`config.mk`:
```
export PLATFORM = sky130hd
export DESIGN_NAME = glyph_bitmap_pixel_expander_flat
export DESIGN_NICKNAME = d
export VERILOG_FILES = /design/src/rtl/core/gbpe_pkg.sv /design/src/rtl/core/gbpe_if.sv /design/src/rtl/core/glyph_bitmap_pixel_expander.sv /design/src/rtl/core/gbpe_front.sv /design/src/rtl/core/gbpe_back.sv /design/src/flat_wrapper.sv
export SDC_FILE = /design/constraint.sdc
export NUM_CORES = 1
export LEC_CHECK = 0
export BUFFER_PORTS_ARGS = -buffer_cell sky130_fd_sc_hd__buf_2
export CAP_MARGIN = 20
export CORE_AREA = 2 2 258 133
export DETAILED_ROUTE_END_ITERATION = 16
export DIE_AREA = 0 0 260 135
export PLACE_DENSITY_LB_ADDON = 0.1
export SETUP_SLACK_MARGIN = 0.3
export SLEW_MARGIN = 10
export SYNTH_ARGS = -nofsm -noshare
export SYNTH_HDL_FRONTEND = slang
export SYNTH_SLANG_ARGS = --single-unit
```
`constraint.sdc`:
```
create_clock -name clk -period 4.5 [get_ports clk]
set_clock_uncertainty 0.1 [all_clocks]
set_input_delay 0.675 -clock clk [delete_from_list [all_inputs] [get_ports clk]]
set_output_delay 0.675 -clock clk [all_outputs]
set_load 0.05 [all_outputs]
```
`src/rtl/core/gbpe_pkg.sv`:
```
// package for the glyph bitmap pixel expander: codes, config and queue types
// no dependencies
`timescale 1ns / 1ps

package gbpe_pkg;

  // command codes of an input item
  localparam logic CMD_HEADER = 1'b0;
  localparam logic CMD_DATA   = 1'b1;

  // configuration register indexes
  typedef enum logic [1:0] {
    CFG_TWO_BIT_MODE  = 2'd0,
    CFG_ROTATED_CW    = 2'd1,
    CFG_FONT_ASCENDER = 2'd2,
    CFG_INK_COLOR     = 2'd3
  } cfg_addr_t;

  // colour codes
  localparam logic [2:0] INK_BLACK = 3'd0;

  // grey level mask and the white level in 2-bit mode
  localparam logic [1:0] LEVEL_MASK = 2'h3;

  // pixels per byte
  localparam logic [3:0] SLOTS_1BPP = 4'd8;
  localparam logic [3:0] SLOTS_2BPP = 4'd4;

  // default depth of the queue between front and back
  localparam int QUEUE_DEPTH = 2;

  typedef struct packed {
    logic       two_bit_mode;
    logic       rotated_cw;
    logic [7:0] font_ascender;
    logic [2:0] ink_color;
  } cfg_t;

  // one classified item as it waits for the back end
  typedef struct packed {
    logic        is_hdr;
    logic [15:0] outer_base;
    logic [15:0] inner_base;
    logic [7:0]  width;
    logic [15:0] total;
    logic [7:0]  bmp;
  } q_entry_t;

endpackage

```
`src/rtl/core/gbpe_if.sv`:
```
// valid/ready channel interfaces for glyph items and drawn pixels
// no dependencies
`timescale 1ns / 1ps

interface gbpe_in_if;
  logic               valid;
  logic               ready;
  logic               cmd;
  logic signed [15:0] cursor_x;
  logic signed [15:0] cursor_y;
  logic signed [7:0]  glyph_left;
  logic signed [7:0]  glyph_top;
  logic [7:0]         glyph_width;
  logic [7:0]         glyph_height;
  logic [7:0]         bitmap_byte;

  modport source (
    output valid, cmd, cursor_x, cursor_y, glyph_left, glyph_top,
           glyph_width, glyph_height, bitmap_byte,
    input  ready
  );
  modport sink (
    input  valid, cmd, cursor_x, cursor_y, glyph_left, glyph_top,
           glyph_width, glyph_height, bitmap_byte,
    output ready
  );
endinterface

interface gbpe_out_if;
  logic               valid;
  logic               ready;
  logic signed [15:0] pixel_x;
  logic signed [15:0] pixel_y;
  logic [2:0]         pixel_color;
  logic               last_of_byte;

  modport source (
    output valid, pixel_x, pixel_y, pixel_color, last_of_byte,
    input  ready
  );
  modport sink (
    input  valid, pixel_x, pixel_y, pixel_color, last_of_byte,
    output ready
  );
endinterface

```
`src/rtl/core/glyph_bitmap_pixel_expander.sv`:
```
// top level of the glyph bitmap pixel expander: config registers, front and back
// depends on gbpe_pkg, gbpe_if, gbpe_front and gbpe_back
//
//  channel  | direction | handshake     | payload
//  ---------+-----------+---------------+--------------------------------------
//  in_ch    | in        | valid/ready   | cmd, cursor, offsets, size, bitmap byte
//  out_ch   | out       | valid/ready   | pixel_x, pixel_y, pixel_color, last_of_byte
//  cfg_*    | in        | write enable  | cfg_addr index, cfg_wdata value
//
// a header item only loads the glyph state in the back end; a data byte is walked
// over its pixels still inside the glyph (up to 8 at 1 bit, 4 at 2 bits) by the
// back end's pixel sequencer, which handles one pixel a cycle unless a drawn pixel waits on a stalled output.
// an accepted byte waits in the queue, then loads the sequencer registers, and each drawn pixel the output register.
// reset is synchronous and clears the queue, the glyph state and the config.
// a queue of QDEPTH items lets input keep flowing while the output stalls.
`timescale 1ns / 1ps

module glyph_bitmap_pixel_expander #(
  parameter int QDEPTH = gbpe_pkg::QUEUE_DEPTH
) (
  input  logic       clk,
  input  logic       rst_n,
  gbpe_in_if.sink    in_ch,
  gbpe_out_if.source out_ch,
  input  logic       cfg_we,
  input  logic [1:0] cfg_addr,
  input  logic [7:0] cfg_wdata
);

  gbpe_pkg::cfg_t     cfg_r, cfg_nxt;
  logic               q_valid;
  logic               q_pop;
  gbpe_pkg::q_entry_t q_head;

  // configuration register writes
  always_comb begin
    cfg_nxt = cfg_r;
    if (cfg_we) begin
      case (gbpe_pkg::cfg_addr_t'(cfg_addr))
        gbpe_pkg::CFG_TWO_BIT_MODE:  cfg_nxt.two_bit_mode  = cfg_wdata[0];
        gbpe_pkg::CFG_ROTATED_CW:    cfg_nxt.rotated_cw    = cfg_wdata[0];
        gbpe_pkg::CFG_FONT_ASCENDER: cfg_nxt.font_ascender = cfg_wdata;
        gbpe_pkg::CFG_INK_COLOR:     cfg_nxt.ink_color     = cfg_wdata[2:0];
        default:                     cfg_nxt = cfg_r;
      endcase
    end
  end

  always_ff @(posedge clk) begin
    if (!rst_n) begin
      cfg_r <= '0;
    end else begin
      cfg_r <= cfg_nxt;
    end
  end

  gbpe_front #(
    .QDEPTH (QDEPTH)
  ) u_front (
    .clk     (clk),
    .rst_n   (rst_n),
    .in_ch   (in_ch),
    .cfg     (cfg_r),
    .q_valid (q_valid),
    .q_head  (q_head),
    .q_pop   (q_pop)
  );

  gbpe_back u_back (
    .clk     (clk),
    .rst_n   (rst_n),
    .cfg     (cfg_r),
    .q_valid (q_valid),
    .q_head  (q_head),
    .q_pop   (q_pop),
    .out_ch  (out_ch)
  );

endmodule

```
`src/rtl/core/gbpe_front.sv`:
```
// front end: accepts items, works out header placement, queues entries
// depends on gbpe_pkg and gbpe_if
`timescale 1ns / 1ps

module gbpe_front #(
  parameter int QDEPTH = gbpe_pkg::QUEUE_DEPTH
) (
  input  logic               clk,
  input  logic               rst_n,
  gbpe_in_if.sink            in_ch,
  input  gbpe_pkg::cfg_t     cfg,
  output logic               q_valid,
  output gbpe_pkg::q_entry_t q_head,
  input  logic               q_pop
);

  localparam int PTR_W = $clog2(QDEPTH);
  localparam int CNT_W = $clog2(QDEPTH + 1);

  gbpe_pkg::q_entry_t mem_r [QDEPTH];
  logic [PTR_W-1:0]   wr_ptr_r, wr_ptr_nxt;
  logic [PTR_W-1:0]   rd_ptr_r, rd_ptr_nxt;
  logic [CNT_W-1:0]   count_r, count_nxt;
  gbpe_pkg::q_entry_t entry;
  logic               push;
  logic [15:0]        left_ext;
  logic [15:0]        top_ext;

  assign in_ch.ready = (count_r != CNT_W'(QDEPTH));
  assign push        = in_ch.valid & in_ch.ready;
  assign q_valid     = (count_r != '0);
  assign q_head      = mem_r[rd_ptr_r];

  // classify the item and place a header
  always_comb begin
    left_ext         = {{8{in_ch.glyph_left[7]}}, in_ch.glyph_left};
    top_ext          = {{8{in_ch.glyph_top[7]}}, in_ch.glyph_top};
    entry.is_hdr     = (in_ch.cmd == gbpe_pkg::CMD_HEADER);
    entry.width      = in_ch.glyph_width;
    entry.total      = {8'd0, in_ch.glyph_width} * {8'd0, in_ch.glyph_height};
    entry.bmp        = in_ch.bitmap_byte;
    if (cfg.rotated_cw) begin
      entry.outer_base = in_ch.cursor_x + {8'd0, cfg.font_ascender} - top_ext;
      entry.inner_base = in_ch.cursor_y - left_ext;
    end else begin
      entry.outer_base = in_ch.cursor_y - top_ext;
      entry.inner_base = in_ch.cursor_x + left_ext;
    end
  end

  // queue pointers and fill count
  always_comb begin
    wr_ptr_nxt = wr_ptr_r;
    rd_ptr_nxt = rd_ptr_r;
    count_nxt  = count_r;
    if (push) begin
      wr_ptr_nxt = (wr_ptr_r == PTR_W'(QDEPTH - 1)) ? '0 : wr_ptr_r + 1'b1;
    end
    if (q_pop) begin
      rd_ptr_nxt = (rd_ptr_r == PTR_W'(QDEPTH - 1)) ? '0 : rd_ptr_r + 1'b1;
    end
    if (push && !q_pop) begin
      count_nxt = count_r + 1'b1;
    end else if (!push && q_pop) begin
      count_nxt = count_r - 1'b1;
    end
  end

  always_ff @(posedge clk) begin
    if (!rst_n) begin
      wr_ptr_r <= '0;
      rd_ptr_r <= '0;
      count_r  <= '0;
    end else begin
      wr_ptr_r <= wr_ptr_nxt;
      rd_ptr_r <= rd_ptr_nxt;
      count_r  <= count_nxt;
    end
  end

  // queue storage
  always_ff @(posedge clk) begin
    if (push) begin
      mem_r[wr_ptr_r] <= entry;
    end
  end

endmodule

```
`src/rtl/core/gbpe_back.sv`:
```
// back end: walks the pixels of each byte, one a cycle unless the output stalls, into the output register
// depends on gbpe_pkg and gbpe_if
`timescale 1ns / 1ps

module gbpe_back (
  input  logic               clk,
  input  logic               rst_n,
  input  gbpe_pkg::cfg_t     cfg,
  input  logic               q_valid,
  input  gbpe_pkg::q_entry_t q_head,
  output logic               q_pop,
  gbpe_out_if.source         out_ch
);

  logic        busy_r, busy_nxt;
  logic [2:0]  slot_r, slot_nxt;
  logic [3:0]  nvalid_r, nvalid_nxt;
  logic [2:0]  lastidx_r, lastidx_nxt;
  logic [7:0]  draw_r, draw_nxt;
  logic [7:0]  byte_r, byte_nxt;
  logic [7:0]  col_r, col_nxt;
  logic [7:0]  row_r, row_nxt;
  logic [15:0] rem_r, rem_nxt;
  logic [15:0] outer_r, outer_nxt;
  logic [15:0] inner_r, inner_nxt;
  logic [7:0]  width_r, width_nxt;

  logic        out_valid_r, out_valid_nxt;
  logic [15:0] px_r, px_nxt;
  logic [15:0] py_r, py_nxt;
  logic [2:0]  color_r, color_nxt;
  logic        last_r, last_nxt;

  logic        cur_draw;
  logic        can_load;
  logic        step;
  logic        done;
  logic [15:0] rem_step;
  logic [3:0]  slots;
  logic [3:0]  nv;
  logic [7:0]  dvec;
  logic [2:0]  lidx;
  logic [7:0]  shifted;
  logic [1:0]  level;
  logic [7:0]  col_adv;

  assign cur_draw = draw_r[slot_r];
  assign can_load = !out_valid_r || out_ch.ready;
  assign step     = busy_r && (!cur_draw || can_load);
  assign done     = step && ({1'b0, slot_r} + 4'd1 == nvalid_r);
  assign q_pop    = q_valid && (!busy_r || done);
  assign rem_step = step ? rem_r - 16'd1 : rem_r;
  assign col_adv  = col_r + 8'd1;

  // draw mask and last drawn pixel of a byte about to start
  always_comb begin
    slots = cfg.two_bit_mode ? gbpe_pkg::SLOTS_2BPP : gbpe_pkg::SLOTS_1BPP;
    nv    = (rem_step >= {12'd0, slots}) ? slots : rem_step[3:0];
    lidx  = '0;
    for (int k = 0; k < 8; k++) begin
      if (cfg.two_bit_mode) begin
        dvec[k] = (k < 4) && (q_head.bmp[7-2*(k%4) -: 2] != 2'b00);
      end else begin
        dvec[k] = q_head.bmp[7-k];
      end
      dvec[k] = dvec[k] && (4'(k) < nv);
      if (dvec[k]) begin
        lidx = 3'(k);
      end
    end
  end

  // colour of the current pixel
  always_comb begin
    shifted = byte_r << {slot_r[1:0], 1'b0};
    level   = gbpe_pkg::LEVEL_MASK - shifted[7:6];
    if (cfg.two_bit_mode && cfg.ink_color == gbpe_pkg::INK_BLACK) begin
      color_nxt = {1'b0, level};
    end else begin
      color_nxt = cfg.ink_color;
    end
  end

  // sequencer over the pixels of a byte
  always_comb begin
    busy_nxt    = busy_r;
    slot_nxt    = slot_r;
    nvalid_nxt  = nvalid_r;
    lastidx_nxt = lastidx_r;
    draw_nxt    = draw_r;
    byte_nxt    = byte_r;
    col_nxt     = col_r;
    row_nxt     = row_r;
    rem_nxt     = rem_r;
    outer_nxt   = outer_r;
    inner_nxt   = inner_r;
    width_nxt   = width_r;
    if (step) begin
      slot_nxt = slot_r + 3'd1;
      rem_nxt  = rem_step;
      if (col_adv >= width_r) begin
        col_nxt = '0;
        row_nxt = row_r + 8'd1;
      end else begin
        col_nxt = col_adv;
      end
      if (done) begin
        busy_nxt = 1'b0;
      end
    end
    if (q_pop) begin
      if (q_head.is_hdr) begin
        busy_nxt  = 1'b0;
        outer_nxt = q_head.outer_base;
        inner_nxt = q_head.inner_base;
        width_nxt = q_head.width;
        rem_nxt   = q_head.total;
        col_nxt   = '0;
        row_nxt   = '0;
      end else begin
        busy_nxt    = (nv != 4'd0);
        slot_nxt    = '0;
        nvalid_nxt  = nv;
        lastidx_nxt = lidx;
        draw_nxt    = dvec;
        byte_nxt    = q_head.bmp;
      end
    end
  end

  // output register
  always_comb begin
    out_valid_nxt = out_valid_r && !out_ch.ready;
    if (cfg.rotated_cw) begin
      px_nxt = outer_r + {8'd0, row_r};
      py_nxt = inner_r - {8'd0, col_r};
    end else begin
      px_nxt = inner_r + {8'd0, col_r};
      py_nxt = outer_r + {8'd0, row_r};
    end
    last_nxt = (slot_r == lastidx_r);
    if (step && cur_draw) begin
      out_valid_nxt = 1'b1;
    end
  end

  always_ff @(posedge clk) begin
    if (!rst_n) begin
      busy_r      <= 1'b0;
      out_valid_r <= 1'b0;
      col_r       <= '0;
      row_r       <= '0;
      rem_r       <= '0;
      outer_r     <= '0;
      inner_r     <= '0;
      width_r     <= '0;
    end else begin
      busy_r      <= busy_nxt;
      out_valid_r <= out_valid_nxt;
      col_r       <= col_nxt;
      row_r       <= row_nxt;
      rem_r       <= rem_nxt;
      outer_r     <= outer_nxt;
      inner_r     <= inner_nxt;
      width_r     <= width_nxt;
    end
  end

  // payload registers
  always_ff @(posedge clk) begin
    slot_r    <= slot_nxt;
    nvalid_r  <= nvalid_nxt;
    lastidx_r <= lastidx_nxt;
    draw_r    <= draw_nxt;
    byte_r    <= byte_nxt;
    if (step && cur_draw) begin
      px_r    <= px_nxt;
      py_r    <= py_nxt;
      color_r <= color_nxt;
      last_r  <= last_nxt;
    end
  end

  assign out_ch.valid        = out_valid_r;
  assign out_ch.pixel_x      = px_r;
  assign out_ch.pixel_y      = py_r;
  assign out_ch.pixel_color  = color_r;
  assign out_ch.last_of_byte = last_r;

endmodule

```
`src/flat_wrapper.sv`:
```
// flat-port wrapper written by rule: the top's interface ports become plain ports
module glyph_bitmap_pixel_expander_flat 
#(
  parameter int QDEPTH = gbpe_pkg::QUEUE_DEPTH
)
  (clk, rst_n, cfg_we, cfg_addr, cfg_wdata, in_ch_valid, in_ch_cmd, in_ch_cursor_x, in_ch_cursor_y, in_ch_glyph_left, in_ch_glyph_top, in_ch_glyph_width, in_ch_glyph_height, in_ch_bitmap_byte, in_ch_ready, out_ch_valid, out_ch_pixel_x, out_ch_pixel_y, out_ch_pixel_color, out_ch_last_of_byte, out_ch_ready);
  gbpe_in_if in_ch_i ();
  gbpe_out_if out_ch_i ();
  input  logic clk;
  input  logic rst_n;
  input  logic cfg_we;
  input  logic [1:0] cfg_addr;
  input  logic [7:0] cfg_wdata;
  input wire logic [$bits(in_ch_i.valid)-1:0] in_ch_valid;
  input wire logic [$bits(in_ch_i.cmd)-1:0] in_ch_cmd;
  input wire logic [$bits(in_ch_i.cursor_x)-1:0] in_ch_cursor_x;
  input wire logic [$bits(in_ch_i.cursor_y)-1:0] in_ch_cursor_y;
  input wire logic [$bits(in_ch_i.glyph_left)-1:0] in_ch_glyph_left;
  input wire logic [$bits(in_ch_i.glyph_top)-1:0] in_ch_glyph_top;
  input wire logic [$bits(in_ch_i.glyph_width)-1:0] in_ch_glyph_width;
  input wire logic [$bits(in_ch_i.glyph_height)-1:0] in_ch_glyph_height;
  input wire logic [$bits(in_ch_i.bitmap_byte)-1:0] in_ch_bitmap_byte;
  output wire logic [$bits(in_ch_i.ready)-1:0] in_ch_ready;
  output wire logic [$bits(out_ch_i.valid)-1:0] out_ch_valid;
  output wire logic [$bits(out_ch_i.pixel_x)-1:0] out_ch_pixel_x;
  output wire logic [$bits(out_ch_i.pixel_y)-1:0] out_ch_pixel_y;
  output wire logic [$bits(out_ch_i.pixel_color)-1:0] out_ch_pixel_color;
  output wire logic [$bits(out_ch_i.last_of_byte)-1:0] out_ch_last_of_byte;
  input wire logic [$bits(out_ch_i.ready)-1:0] out_ch_ready;
  assign in_ch_i.valid = in_ch_valid;
  assign in_ch_i.cmd = in_ch_cmd;
  assign in_ch_i.cursor_x = in_ch_cursor_x;
  assign in_ch_i.cursor_y = in_ch_cursor_y;
  assign in_ch_i.glyph_left = in_ch_glyph_left;
  assign in_ch_i.glyph_top = in_ch_glyph_top;
  assign in_ch_i.glyph_width = in_ch_glyph_width;
  assign in_ch_i.glyph_height = in_ch_glyph_height;
  assign in_ch_i.bitmap_byte = in_ch_bitmap_byte;
  assign in_ch_ready = in_ch_i.ready;
  assign out_ch_valid = out_ch_i.valid;
  assign out_ch_pixel_x = out_ch_i.pixel_x;
  assign out_ch_pixel_y = out_ch_i.pixel_y;
  assign out_ch_pixel_color = out_ch_i.pixel_color;
  assign out_ch_last_of_byte = out_ch_i.last_of_byte;
  assign out_ch_i.ready = out_ch_ready;
  glyph_bitmap_pixel_expander #(.QDEPTH(QDEPTH)) u_core (.clk(clk), .rst_n(rst_n), .in_ch(in_ch_i), .out_ch(out_ch_i), .cfg_we(cfg_we), .cfg_addr(cfg_addr), .cfg_wdata(cfg_wdata));
endmodule
```
==> results.json, run 1 <==
{
  "status": "complete, no violations",
  "cts_root_buffer": "clkbuf_16",
  "via_per_inst": 5.63,
  "rsz0062_at_grt": "yes",
  "cts.sinks": 284,
  "numCtsBuffers": 26,
  "wire_per_inst_um": 19.5,
  "areaGrowthSynthToFinish_pct": 15.3,
  "synthTopCellsByArea": "edfxtp_1, dfxtp_1, ha_1",
  "drtAntennaViolNets": 0,
  "maxSlewViolCount": 0,
  "hp-class": "in2reg",
  "worstSetupStartpointType": "input pin",
  "setup_ws_ns": 0.329,
  "place_ws_ns": -0.342,
  "dp.cells": 2347,
  "swShare_pct": 39.8,
  "synth-seq-area-share_pct": 41.8,
  "maxSlewHeadroom_pct": 41.9,
  "drv_cap": 0,
  "final_cells": 2400,
  "tightest_slew_ns": 0.863,
  "synth.distinct_cells": 68,
  "post-dp-hpwl_um": 35800,
  "hold_viol": 0,
  "p_per_area_nw_per_um2": 577,
  "grt_pass1_vias": 12500,
  "gr-usage-all-layers_pct": 26.7,
  "drive_gt1_share_pct": 16.2,
  "r2r_slack_ns": 0.35,
  "io_buffer_count": 125,
  "peakVddDrop_v": 0.000315,
  "syn_inst": 1778,
  "timing.fmax_ghz": 0.240,
  "grt_overflow": 0,
  "p_switching_uw": 4800,
  "power.leakage_uw": 0.00912,
  "drt_wl_total_um": 46900,
  "clk_path_buf_depth": 3,
  "vias": 13500,
  "worstPathArrival_ns": 4.37,
  "syn-num-nets": 2059,
  "period_minus_slack_ns": 4.17,
  "p_clk_share_pct": 19.3,
  "cts_tree": "yes",
  "gp_congestion": 0.922,
  "nets": 2220,
  "die_w_um": 260,
  "yosysMostFrequentCell": "edfxtp_1",
  "ys_seq_elements": 284,
  "setup_viol": 0,
  "clock_latency_ns": 0.57,
  "fillers": 2641,
  "yosys-top-cells-count": "edfxtp_1, nand2_1, inv_1, ha_1, nor2_1",
  "worstPathMaxFanout": 7,
  "die_area_um2": 35100,
  "fin_crit_sh_pct": 92.7,
  "synth_area_um2": 18100,
  "antenna_found_initial": 0,
  "die_h_um": 135,
  "synth_flop_cell": "edfxtp_1",
  "yosysTopAreaCell": "edfxtp_1",
  "grt_max_degree": 81,
  "cts_hold_buf": 0,
  "htreeDepth": 1,
  "core_area_um2": 32600,
  "intPower_uw": 7270,
  "grt_pass1_wl_um": 71700,
  "pwr-share-comb_pct": 46.7,
  "std_cell_rows": 47,
  "drtPass1Iterations": 5,
  "synth_warnings": 0,
  "drcViolationCount": 0,
  "antenna_cells": 0,
  "synth_edf_count": 189,
  "seqPwrFrac_pct": 34.0,
  "clk_pin_slew_worst_paths_ns": 0.07,
  "end_kind": "register",
  "dr.first_iter.drc_count": 1307,
  "avgSynthCellArea_um2": 10.2,
  "io_pins": 126,
  "synthArstFlopShare_pct": 0,
  "criticalPathCategory": "in2reg",
  "synth_top_area_share_pct": 31.3,
  "start_util_pct": 55.5,
  "cp_data_required_time_ns": 4.70
}
[logic make-up (layout without fill, tap and decap cells)]
logic type | Yosys count | in the layout | synth area share (%)
flip-flops | 284 | 284 | 41.8
multiplexers | 99 | 99 | 5.87
adder cells (fa/ha/maj) | 193 | 193 | 15.4
buffers and inverters | 232 | 413 | 4.87
AO/OA/AOI/OAI | 298 | 298 | 11.2
AND/OR/NAND/NOR | 535 | 535 | 14.3
XOR/XNOR | 137 | 137 | 6.62
[power by group through the flow]
stage          clock, µW  combinational, µW  sequential [µW]
4_1_cts             2360               5410             4100
3_3_place_gp           0               5200             4120
6_report            2330               5630             4100
5_1_grt             2470               6180             4170
2_1_floorplan          0               3580             4200
3_5_place_dp           0               5310             4150
[cell usage in the layout (no fill, tap or decap), drive strengths merged, types with 11 or more instances in the layout]
cell type,count
nand3,26
o21a,11
o211a,43
a21oi,83
xnor2,73
ha,143
fa,50
nor2b,37
nand2,182
o21ai,70
xor2,64
buf,191
inv,177
a211oi,11
dfxtp,95
a21boi,13
and2,46
mux2i,86
nor2,109
and3,27
a21o,12
or3,14
nand4,13
clkbuf,36
nor3,33
edfxtp,189
nand2b,15
[flip-flops by register name, summed over array words and instances, names as in the netlist, named ones only]
name,cells
u_core.u_back.out_ch.pixel_x,16
u_core.u_back.col_r,8
u_core.u_back.busy_r,1
u_core.u_back.out_ch.pixel_color,3
u_core.u_back.rem_r,16
u_core.u_back.draw_r,8
u_core.u_back.outer_r,16
u_core.u_back.out_ch.last_of_byte,1
u_core.u_front.wr_ptr_r,1
u_core.u_front.mem_r,130
u_core.u_back.out_ch.pixel_y,16
u_core.u_back.nvalid_r,4
u_core.u_back.width_r,8
u_core.u_back.lastidx_r,3
u_core.u_front.rd_ptr_r,1
u_core.u_back.row_r,8
u_core.u_back.slot_r,3
u_core.u_back.byte_r,8
u_core.u_back.out_ch.valid,1
u_core.cfg_r,13
u_core.u_back.inner_r,16
u_core.u_front.count_r,2
[routing by layer]
layer  wire (µm)  global-route usage, %  vias up
li1            -                      -     6513
met1       24600                   45.4     6466
met2       17200                   33.4      499
met3        4610                   7.08       30
met4         421                   3.16        0
met5           0                      0        -
[final cells by class]
type                       count  area, µm²  area share, %
clock inverter                12        185          0.886
clock buffer                  36        708           3.39
multi-input combinational   1262       9960           47.6
sequential                   284       7590           36.3
timing repair buffer         191       1260           6.02
tap                          441        552           2.64
inverter                     174        653           3.12
[worst paths after layout]
kind                                                      start                                           endpoint  cells after the start
worst min register to register     u_core.cfg_r[2]$_SDFFE_PN0P_  u_core.u_back.out_ch.pixel_color[2]$_SDFFCE_PP0P_                      0
worst max-delay path                      in_ch_glyph_height[5]              u_core.u_front.mem_r[0][23]$_DFFE_PP_                     16
worst min-delay path                       in_ch_bitmap_byte[3]               u_core.u_front.mem_r[1][3]$_DFFE_PP_                      1
worst max register to register  u_core.u_back.slot_r[0]$_DFF_P_           u_core.u_back.lastidx_r[0]$_SDFFCE_PP1P_                     15
[per-stage QoR]
step	TNS, ns	util (%)	hold slack (ns)	power, µW	area, µm²
floorplan	0	-	0.372	7790	18300
global placement	-1.00	60.5	0.352	9320	19700
detailed placement	-2.24	60.5	0.351	9460	19700
CTS	0	63.3	0.193	11900	20700
global route	0	64.0	0.191	12800	20900
finish	0	64.0	0.202	12100	20900
[critical path, cell delays in order]
cell and delay (ns):
buf_6 0.12, nand2_8 0.05, fa_1 0.48, fa_1 0.55, inv_2 0.05, fa_1 0.56, fa_1 0.46, ha_4 0.30
a21boi_4 0.18, o21ai_2 0.08, a21boi_2 0.19, o21ai_2 0.09, a21boi_2 0.19, o21ai_2 0.09, a21oi_2 0.18, xnor2_2 0.10
[what timing repair did]
action                     in CTS  in global routing
gates resized for setup         9                 63
pin swaps                       3                 22
setup endpoints to repair       7                 11
setup buffers                   2                  3
No activity file was read; power rests on OpenSTA's default activity.
==> run 2, diff against run 1 <==
--- a/config.mk
+++ b/config.mk
@@ -5,6 +5,7 @@
 export SDC_FILE = /design/constraint.sdc
 export NUM_CORES = 1
 export LEC_CHECK = 0
+export ABC_AREA = 1
 export BUFFER_PORTS_ARGS = -buffer_cell sky130_fd_sc_hd__buf_2
 export CAP_MARGIN = 20
 export CORE_AREA = 2 2 258 133
==> run 2 against run 1 <==
Sequential share of layout area up 0.28 points. Global-route usage up 0.55 points. Final cell count up 14%. Flip-flop and latch count unchanged. Clock-buffer cell count up 2. Synthesized cell count up 19%. Hold slack worse by 0.0065 ns. Sequential power up 2%. Combinational power down 1%. Area after synthesis about the same. First-iteration DRC count up 4.6%. Critical endpoint is now u_core.u_front.mem_r[1][22]$_DFFE_PP_. Highest routed layer is now met5.
==> results.json, run 2 <==
{
  "largest_register_ffs": 130,
  "yosysMostFrequentCell": "nand2_1",
  "intPower_uw": 6970,
  "drive_gt1_share_pct": 14.7,
  "peakVddDrop_v": 0.000383,
  "die_w_um": 260,
  "hp-class": "in2reg",
  "areaGrowthSynthToFinish_pct": 14.4,
  "hold_viol": 0,
  "via_per_inst": 5.43,
  "worstSetupStartpointType": "input pin",
  "period_minus_slack_ns": 4.10,
  "nets": 2544,
  "antenna_found_initial": 5,
  "crit_path_end": "u_core.u_front.mem_r[1][22]$_DFFE_PP_",
  "io_pins": 126,
  "synthArstFlopShare_pct": 0,
  "grt_max_degree": 62,
  "drtAntennaViolNets": 0,
  "slowest_stage": "fa_1",
  "synth-seq-area-share_pct": 41.8,
  "cts_tree": "yes",
  "clk_path_buf_depth": 3,
  "whs_ns": 0.196,
  "vias": 14800,
  "dp.cells": 2671,
  "synth_edf_count": 189,
  "maxSlewViolCount": 0,
  "die_area_um2": 35100,
  "r2r_slack_ns": 0.65,
  "power.leakage_uw": 0.00958,
  "dr.first_iter.drc_count": 1367,
  "end_kind": "register",
  "p_clk_share_pct": 19.5,
  "pwr-share-comb_pct": 46.0,
  "setup_viol": 0,
  "cp_data_required_time_ns": 4.79,
  "cts_root_buffer": "clkbuf_16",
  "synth.distinct_cells": 54,
  "synth_warnings": 0,
  "most-common-layout-cells": "nand2_1, inv_1, edfxtp_1, o21ai_0, ha_1",
  "timing.rr.start": "u_core.u_back.slot_r[0]$_DFF_P_",
  "fillers": 2802,
  "die_h_um": 135,
  "wire_per_inst_um": 17.4,
  "path_common_cell": "fa_1",
  "rsz0062_at_grt": "yes",
  "p_switching_uw": 5160,
  "cts.sinks": 284,
  "grt_pass1_vias": 13300,
  "drt_wl_total_um": 47500,
  "htreeDepth": 1,
  "synthTopCellsByArea": "edfxtp_1, dfxtp_1, ha_1",
  "synth_top_area_share_pct": 31.3,
  "yosys-top-cells-count": "nand2_1, inv_1, edfxtp_1, o21ai_0, ha_1",
  "ys_seq_elements": 284,
  "worstPathArrival_ns": 4.39,
  "min_path_cells": 1,
  "criticalPathCategory": "in2reg",
  "drtPass1Iterations": 5,
  "gr-usage-all-layers_pct": 27.3,
  "post-dp-hpwl_um": 36400,
  "clk_pin_slew_worst_paths_ns": 0.07,
  "synth_flop_cell": "edfxtp_1",
  "clock_latency_ns": 0.56,
  "power_uw": 12100,
  "reg2reg_to": "u_core.u_back.lastidx_r[0]$_SDFFCE_PP1P_",
  "syn-num-nets": 2397,
  "fin_crit_sh_pct": 91.1,
  "final_cells": 2728,
  "tightest_slew_ns": 0.923,
  "numCtsBuffers": 27,
  "worstPathMaxFanout": 5,
  "drcViolationCount": 0,
  "yosysTopAreaCell": "edfxtp_1",
  "status": "complete, no violations",
  "p_per_area_nw_per_um2": 585,
  "synth_area_um2": 18100,
  "final_common_cell": "nand2_1",
  "cts_hold_buf": 0,
  "start_util_pct": 55.5,
  "grt_pass1_wl_um": 73800,
  "seqPwrFrac_pct": 34.6,
  "grt_overflow": 0,
  "critPathLaunch": "in_ch_glyph_width[5]",
  "io_buffer_count": 125,
  "regMostFlops": "u_core.u_front.mem_r",
  "timing.fmax_ghz": 0.244,
  "crit_path_max_incr_delay_ns": 0.54,
  "crit_chain": "buf_2, buf_4, nand2_1, fa_1, fa_1, inv_2, fa_1, fa_1, ha_4, a21oi_4, o21ai_4, a21oi_2, o21ai_2, nand2_1, nand2_1, a21oi_2, o21bai_1, a21oi_1, xor2_1",
  "core_area_um2": 32600,
  "gp_congestion": 0.941,
  "swShare_pct": 42.5,
  "avgSynthCellArea_um2": 8.56,
  "r2r_cells": 23,
  "std_cell_rows": 47,
  "syn_inst": 2116,
  "maxSlewHeadroom_pct": 38.3,
  "drv_cap": 0
}
[run 2: cell count changes in the layout (fill, tap and decap cells not counted), moves of 23 or more]
cell / change
nand2_1: +268
inv_1: +129
o21ai_0: +121
mux2i_1: -79
a21oi_1: +58
a31oi_1: +56
xnor2_1: -50
and2_1: -44
o211a_1: -41
nor2b_1: -33
nor2_1: +32
nand3_1: +26
and3_1: -23
[run 2: worst min path at each step]
stage / slack, ns / startpoint / end
3_3_place_gp: 0.35 / u_core.cfg_r[3]$_SDFFE_PN0P_ / u_core.cfg_r[3]$_SDFFE_PN0P_
4_1_cts: 0.19 / in_ch_bitmap_byte[0] / u_core.u_front.mem_r[0][0]$_DFFE_PP_
5_1_grt: 0.19 / in_ch_bitmap_byte[0] / u_core.u_front.mem_r[0][0]$_DFFE_PP_
3_5_place_dp: 0.36 / u_core.cfg_r[3]$_SDFFE_PN0P_ / u_core.cfg_r[3]$_SDFFE_PN0P_
6_report: 0.20 / in_ch_bitmap_byte[0] / u_core.u_front.mem_r[0][0]$_DFFE_PP_
2_1_floorplan: 0.33 / u_core.cfg_r[3]$_SDFFE_PN0P_ / u_core.cfg_r[3]$_SDFFE_PN0P_
[run 2: cells by family after synthesis]
family / synth area share, %
AO/OA/AOI/OAI: 13.3
XOR/XNOR: 4.06
adder cells (fa/ha/maj): 15.4
buffers and inverters: 8.32
flip-flops: 41.8
multiplexers: 0.394
AND/OR/NAND/NOR: 16.7
[run 2: layout make-up]
| type | instances | area, µm² | area share, % |
|---|---|---|---|
| multi-input cells | 1444 | 9250 | 44.6 |
| well taps | 441 | 552 | 2.66 |
| clock inverters | 12 | 131 | 0.634 |
| flip-flops and latches | 284 | 7580 | 36.6 |
| clock buffers | 38 | 788 | 3.80 |
| diodes | 3 | 7.51 | 0.0362 |
| inverters | 313 | 1180 | 5.68 |
| repair buffers | 193 | 1240 | 6.00 |
[run 2: critical path: cells and delay by family]
kind | cells | cell delay (ns)
buffers and inverters | 3 | 0.30
adders and majority gates | 5 | 2.15
xor gates and xnor gates | 1 | 0.22
and+or+nand+nor | 3 | 0.18
AOI/OAI and AO/OA | 7 | 0.83
[run 2: repair_timing]
item                                    in CTS  in global routing
pin swaps                                    0                 18
cloned                                       0                  0
setup buffers                                0                  4
endpoints found under the setup margin       4                 11
gates resized for setup                      3                 57
[run 2: metal layers]
layer	global-route usage (%)	share of wire, %
met1	45.6	52
met2	35.3	37
met3	5.41	9.5
met4	5.59	1.8
met5	0	0.055
[run 2: power groups by stage]
stage	Clock, µW	Combinational [µW]	Sequential (µW)
2_1_floorplan	0	3790	4300
3_3_place_gp	0	5280	4210
3_5_place_dp	0	5400	4220
4_1_cts	2400	5460	4180
5_1_grt	2500	6270	4260
6_report	2360	5570	4200
[run 2: through the flow]
stage	util (%)	TNS (ns)	cell area (µm²)	worst slack, ns
3_3_place_gp	60.1	-1.72	19600	-0.296
3_5_place_dp	60.1	-2.34	19600	-0.371
4_1_cts	62.9	0	20500	0.311
2_1_floorplan	-	-0.0359	18400	-0.0179
5_1_grt	63.5	0	20700	0.216
6_report	63.5	0	20700	0.402
